File: src/rtl/assert_macros.svh
// assertion macros shared by the tracklet overlap block
// no dependencies; included by the top level only
`ifndef ASSERT_MACROS_SVH
`define ASSERT_MACROS_SVH

// same-cycle implication, held off during reset
`define ASSERT_IMPLIES(label, clk, rst_n, ante, cons) \
    label: assert property (@(posedge clk) disable iff (!rst_n) (ante) |-> (cons)) \
        else $error("same-cycle implication failed");

// next-cycle implication, held off during reset
`define ASSERT_NEXT(label, clk, rst_n, ante, cons) \
    label: assert property (@(posedge clk) disable iff (!rst_n) (ante) |=> (cons)) \
        else $error("next-cycle implication failed");

`endif

File: src/rtl/tos_pkg.sv
// shared constants, request codes and types of the tracklet overlap block
// no dependencies; used by the top level, front, back and testbench
`timescale 1ns / 1ps

package tos_pkg;

    localparam int FRAME_BITS      = 12;
    localparam int COUNT_BITS      = 13;
    localparam int EPOCH_BITS      = 8;
    localparam int DEF_FRAME_SLOTS = 4096;
    localparam int DEF_COORD_BITS  = 12;
    // power of two so the queue pointers wrap on their own
    localparam int QUEUE_DEPTH     = 2;

    localparam logic [COUNT_BITS-1:0] COUNT_MAX = {COUNT_BITS{1'b1}};

    localparam logic [1:0] REQ_STORE   = 2'd0;
    localparam logic [1:0] REQ_COMPARE = 2'd1;
    localparam logic [1:0] REQ_FINISH  = 2'd2;

    // back part to front part
    typedef struct packed {
        logic pop;
        logic clearing;
    } back_status_t;

    function automatic logic [COUNT_BITS-1:0] sat_inc(input logic [COUNT_BITS-1:0] v);
        logic [COUNT_BITS-1:0] r;
        r = (v == COUNT_MAX) ? v : v + COUNT_BITS'(1);
        return r;
    endfunction

endpackage

File: src/rtl/tos_front.sv
// front part: takes requests, drops unknown codes, maps frames to slots,
// and queues them for the back part; uses tos_pkg
`timescale 1ns / 1ps

module tos_front #(
    parameter int FRAME_SLOTS = tos_pkg::DEF_FRAME_SLOTS,
    parameter int COORD_BITS  = tos_pkg::DEF_COORD_BITS
) (
    input  logic                              clk,
    input  logic                              rst_n,
    input  logic                              in_valid,
    output logic                              in_stall,
    input  logic [1:0]                        req_type,
    input  logic [tos_pkg::FRAME_BITS-1:0]    frame,
    input  logic [COORD_BITS-1:0]             left,
    input  logic [COORD_BITS-1:0]             top,
    input  logic [COORD_BITS-1:0]             right,
    input  logic [COORD_BITS-1:0]             bottom,
    input  tos_pkg::back_status_t             status,
    output logic                              q_valid,
    output logic [1:0]                        q_kind,
    output logic [$clog2(FRAME_SLOTS)-1:0]    q_slot,
    output logic [4*COORD_BITS-1:0]           q_box
);

    localparam int SLOT_BITS = $clog2(FRAME_SLOTS);
    localparam int BOX_BITS  = 4 * COORD_BITS;
    localparam int PTR_BITS  = $clog2(tos_pkg::QUEUE_DEPTH);
    localparam int CNT_BITS  = $clog2(tos_pkg::QUEUE_DEPTH + 1);
    localparam int WIDE_BITS = tos_pkg::FRAME_BITS + SLOT_BITS;

    logic [1:0]           kind_q [tos_pkg::QUEUE_DEPTH];
    logic [SLOT_BITS-1:0] slot_q [tos_pkg::QUEUE_DEPTH];
    logic [BOX_BITS-1:0]  box_q  [tos_pkg::QUEUE_DEPTH];

    logic [PTR_BITS-1:0]  wr_ptr_reg, wr_ptr_next;
    logic [PTR_BITS-1:0]  rd_ptr_reg, rd_ptr_next;
    logic [CNT_BITS-1:0]  cnt_reg, cnt_next;

    logic                 full;
    logic                 known;
    logic                 push;
    logic [WIDE_BITS-1:0] frame_wide;
    logic [SLOT_BITS-1:0] slot;

    // table depth is a power of two, so the slot is the low frame bits
    assign frame_wide = WIDE_BITS'(frame);
    assign slot       = frame_wide[SLOT_BITS-1:0];

    assign full     = (cnt_reg == CNT_BITS'(tos_pkg::QUEUE_DEPTH));
    assign in_stall = full || status.clearing;
    assign known    = (req_type == tos_pkg::REQ_STORE) ||
                      (req_type == tos_pkg::REQ_COMPARE) ||
                      (req_type == tos_pkg::REQ_FINISH);
    assign push     = in_valid && !in_stall && known;

    assign wr_ptr_next = push ? wr_ptr_reg + PTR_BITS'(1) : wr_ptr_reg;
    assign rd_ptr_next = status.pop ? rd_ptr_reg + PTR_BITS'(1) : rd_ptr_reg;
    assign cnt_next    = cnt_reg + CNT_BITS'(push) - CNT_BITS'(status.pop);

    always_ff @(posedge clk or negedge rst_n)
    begin
        if (!rst_n)
        begin
            wr_ptr_reg <= '0;
            rd_ptr_reg <= '0;
            cnt_reg    <= '0;
        end
        else
        begin
            wr_ptr_reg <= wr_ptr_next;
            rd_ptr_reg <= rd_ptr_next;
            cnt_reg    <= cnt_next;
        end
    end

    always_ff @(posedge clk)
    begin
        if (push)
        begin
            kind_q[wr_ptr_reg] <= req_type;
            slot_q[wr_ptr_reg] <= slot;
            box_q[wr_ptr_reg]  <= {left, top, right, bottom};
        end
    end

    assign q_valid = (cnt_reg != '0);
    assign q_kind  = kind_q[rd_ptr_reg];
    assign q_slot  = slot_q[rd_ptr_reg];
    assign q_box   = box_q[rd_ptr_reg];

endmodule

File: config.mk
export PLATFORM = sky130hd
export DESIGN_NAME = tos_front
export DESIGN_NICKNAME = d
export VERILOG_FILES = /design/src/rtl/assert_macros.svh /design/src/rtl/tos_pkg.sv /design/src/rtl/tos_front.sv
export SDC_FILE = /design/constraint.sdc
export NUM_CORES = 1
export LEC_CHECK = 0
export BUFFER_PORTS_ARGS = -buffer_cell sky130_fd_sc_hd__buf_2
export CORE_MARGIN = 2
export CORE_UTILIZATION = 52
export DETAILED_ROUTE_END_ITERATION = 10
export PLACE_DENSITY = 0.87
export SLEW_MARGIN = 20
export SYNTH_ARGS = -nofsm -noshare
export SYNTH_HDL_FRONTEND = slang
export SYNTH_SLANG_ARGS = --single-unit
File: constraint.sdc
create_clock -name clk -period 4.45 [get_ports clk]
set_input_delay 1.1125 -clock clk [delete_from_list [all_inputs] [get_ports clk]]
set_output_delay 1.1125 -clock clk [all_outputs]
set_load 0.01 [all_outputs]
**Word level (Yosys, flattened, before mapping)**

Memory sizes are Yosys's and may differ from the RTL's.
Cells that the tools add are included.

- $add $sub $neg: 4
- $mul: 0
- Div/mod/pow operators: 0
- Order comparisons: 0
- Equal/unequal tests: 3
- Shifts and indexed selects: 0
- Muxes and demuxes: 2
- Bitwise gates (word level): 0
- Reductions and logical operators: 8

Operators with widths:

| kind | count |
|---|---|
| == test 2 bit (second input constant) | 2 |
| logical OR 1 bit | 3 |
| adder 1 bit (second input constant) | 2 |
| adder 2 x 1 -> 2 bit | 1 |
| == test 2 x 1 -> 1 bit (second input constant) | 1 |
| logical AND 1 bit | 2 |
| zero test 2 bit | 1 |
| 2-to-1 mux 1 bit | 2 |
| nonzero test 2 bit | 1 |
| subtractor 2 x 1 -> 2 bit | 1 |
| zero test 1 bit | 1 |

- Bits in registers: 4
- Latch bits: 0
- Bits in writable memories: 124
- Memory bits (read-only): 0
- Input port bits: 67
- Output and inout port bits: 64
- Logic and storage cells: 23
- Memories kept: 3

Memory list:

| memory | depth | bits a word | read ports | clocked after memory_dff | write ports | RTL line | source |
|---|---|---|---|---|---|---|---|
| box_q | 2 | 48 | 1 | 0 | 1 | tos_front.sv:34 | `logic [BOX_BITS-1:0] box_q [tos_pkg::QUEUE_DEPTH];` |
| slot_q | 2 | 12 | 1 | 0 | 1 | tos_front.sv:33 | `logic [SLOT_BITS-1:0] slot_q [tos_pkg::QUEUE_DEPTH];` |
| kind_q | 2 | 2 | 1 | 0 | 1 | tos_front.sv:32 | `logic [1:0] kind_q [tos_pkg::QUEUE_DEPTH];` |

**Longest topological paths before layout**

- Depth after elaboration: 7
- Depth in mapped cells: 7

**Least setup slack after synthesis**

Ideal clock, no wire load.

- Path type: input to register
- Start point: in in_valid
- End point: mem box_q[0][0] (netlist name) (enable)
- Setup time: 0.482 ns
- Arrival time: 4.199 ns
- Path slack: -0.231 ns
- Stages: 3
- Buffers on the path: 0
- Path through: a21bo_1 > a211o_4 > nor2_1

- Word-level cells in the longest chain between the ends: 4

Ends and longest elaborated chain:

| element | RTL line | source |
|---|---|---|
| start, declared | tos_front.sv:11 | `input logic in_valid,` |
| logical AND 1 bit (2 in a row) | tos_front.sv:55 | `assign push = in_valid && !in_stall && known;` |
| 2-to-1 mux 1 bit | tos_front.sv:79 | `if (push)` |
| 2-to-1 mux 1 bit (implied by the code) | tos_front.sv:83 | `box_q[wr_ptr_reg] <= {left, top, right, bottom};` |
| end, declared | tos_front.sv:34 |  |

Every way passes these cells.

**Worst setup path after layout**

- Start point: reg rd_ptr_reg
- End point: out q_box[45]

- Word-level cells in the longest chain between the ends: 1

Ends and longest elaborated chain:

| element | RTL line | source |
|---|---|---|
| start, declared | tos_front.sv:37 | `logic [PTR_BITS-1:0] rd_ptr_reg, rd_ptr_next;` |
| start signal, assigned | tos_front.sv:72 | `rd_ptr_reg <= rd_ptr_next;` |
| memory read (2 x 48 bit) | -- |  |
| end, declared | tos_front.sv:23 | `output logic [4*COORD_BITS-1:0] q_box` |

Every way passes these cells.

==> flow_summary.json <==
{
  "finClkSkew_ns": 0.00480,
  "r2r_cells": 4,
  "track_usage_pct": 16.3,
  "core-area_um2": 9240,
  "ys_ff_latch": 128,
  "largest_reg_flops": 96,
  "ant_nets": 0,
  "yosys.area.top_type": "edfxtp_1",
  "drc": 0,
  "grt_use_met2_pct": 26.5,
  "busiest_layer": "met2",
  "critPathLaunchType": "flop",
  "antenna_found_initial": 1,
  "port-buffer-count": 130,
  "wirelength_um": 8140,
  "hp-class": "primary input to async pin",
  "cts-buffers-inserted": 17,
  "cts_hold_buf": 0,
  "ff2ff_setup_slack_ns": 2.30,
  "rsz0062_at_grt": "false",
  "cts_tree": "yes",
  "die_w_um": 102,
  "vdd_drop_max_v": 0.000372,
  "netlist_area_um2": 4950,
  "worstMarginPinSlew_ns": 0.825,
  "cts_resized": 0,
  "grt_max_degree": 64,
  "dp_slack_ns": 1.37,
  "power_mw": 3.77,
  "multi_input_area_um2": 1050,
  "grt_pass1_vias": 2447,
  "synth_nets": 281,
  "start_util_pct": 53.6,
  "layout-drive-gt1-share_pct": 62.4,
  "setup_tns_ns": 0,
  "clockBufferDepth": 2,
  "r2r-end": "box_q[1][16]",
  "io_pins": 131,
  "wire_per_inst_um": 16.3,
  "period_share_pct": 71.6,
  "largest-register": "box_q",
  "p_leak_nw": 2.54,
  "synthCells": 212,
  "syn_to_final_growth_pct": 27.4,
  "globalRoute.totalOverflow": 0,
  "syn_area_per_cell_um2": 23.3,
  "cts_root_buffer": "clkbuf_8",
  "grt_use_met3_pct": 6.14,
  "place.gp.congestion": 0.699,
  "finalNonFillerCells": 499,
  "final_cell_mix": "buf_2 (130), edfxtp_1 (124), mux2_4 (59)",
  "fmax_ghz": 0.314,
  "yosysSeqAreaShare_pct": 77.2,
  "slew_violations": 0,
  "path_clk_slew_ns": 0.05,
  "clk_latency_ns": 0.49,
  "max_slew_margin_pct": 44.9,
  "maxCapViolCount": 0,
  "globalRouteMet1Util_pct": 20.0,
  "fillers": 633,
  "routed_via_density": 4.75,
  "fp.dieArea_um2": 10300,
  "vias": 2371,
  "die_h_um": 102,
  "critical_path_class": "flop to output pin",
  "p_per_area_nw_per_um2": 598,
  "dr.first_iter.drc_count": 77,
  "num-nets-final": 426,
  "cts_setup_buffers": 0,
  "crit_fanout": 40,
  "fin_crit_ns": 3.19,
  "worstPathArrival_ns": 2.07,
  "yosys.cell_types.count": 15,
  "clock_sinks": 128,
  "place_hpwl_um": 5310,
  "dp_cells": 466,
  "setup_slack_ns": 1.26,
  "reg_top3": "box_q (96), slot_q (24), kind_q (4)",
  "cp-end-kind": "output pin",
  "rr_startpoint": "cnt_reg[0]",
  "finalHoldViolCount": 0,
  "status": "complete, no violations",
  "ys_warn_count": 0,
  "layout_commonest_cell": "buf_2",
  "grt_pass1_wl_um": 12100,
  "synthTopCellsByArea": "edfxtp_1 (75%), mux2_4 (18%), dfrtp_1 (2.0%)",
  "setup_violations": 0,
  "cts_max_level": 4,
  "antennaDiodeCount": 0,
  "regArea_um2": 3830,
  "cp.required_ns": 3.34,
  "rows": 35,
  "netlist.area_leader.share_pct": 75.2,
  "first_pass_iters": 4
}
==> cell usage after synthesis <==
library cell and count:
a211o_4 1, a21bo_1 1, a21o_1 1, buf_6 7
dfrtp_1 4, edfxtp_1 124, ha_1 2, inv_1 3
mux2_2 3, mux2_4 59, nor2_1 2, or2_2 1
xnor2_1 2, xnor2_2 1, xor2_1 1
==> worst max path at each step <==
stage	start	end	slack, ns
after floorplan	in_valid	box_q[0][0]	-0.23
after global placement	req_type[0]	box_q[1][25]	1.45
after detailed placement	req_type[0]	box_q[1][40]	1.37
after CTS	rd_ptr_reg	q_kind[1]	1.01
after global routing	rd_ptr_reg	q_box[45]	1.16
final	rd_ptr_reg	q_box[45]	1.26
==> worst max-delay path, cell delays in order, from the launching register on <==
cell	delay [ns]
dfrtp_4	0.72
buf_16	0.32
mux2_2	0.37
buf_2	0.14
==> logic make-up after synthesis <==
| group | after synthesis | synth area share, % |
|---|---|---|
| and+or+nand+nor | 3 | 0.278 |
| muxes | 62 | 18.6 |
| AOI/OAI and AO/OA | 3 | 0.708 |
| buffers and inverters | 10 | 1.82 |
| adders and majority gates | 2 | 0.505 |
| xor gates and xnor gates | 4 | 0.860 |
| DFF | 128 | 77.2 |
==> area by class of cell <==
| type | count | area share, % |
|---|---|---|
| Clock inverter | 14 | 1.88 |
| Tap cell | 129 | 2.56 |
| Timing Repair Buffer | 133 | 11.4 |
| Sequential cell | 128 | 60.7 |
| Multi-Input combinational cell | 74 | 16.7 |
| Clock buffer | 18 | 6.63 |
| Inverter | 3 | 0.179 |
==> power by group <==
part / total (mW) / switching [mW] / internal [mW]
clock: 1.22 / 0.482 / 0.736
combinational: 0.979 / 0.428 / 0.551
sequential: 1.57 / 0.105 / 1.47
total: 3.77 / 1.01 / 2.76
==> metrics by stage <==
step                      hold slack, ns  cell area (µm²)  utilization, %
after floorplan                    0.492             4950               -
after global placement             0.523             5740            62.1
after detailed placement           0.541             5740            62.1
after CTS                          0.385             6280            67.9
after global routing               0.384             6310            68.2
final                              0.411             6310            68.2
==> routing by layer <==
layer	up-vias	wire, µm
li1	1134	-
met3	11	521
met5	-	14
met4	2	92
met1	1139	3370
met2	85	4140
No activity file was read; power rests on OpenSTA's default activity.
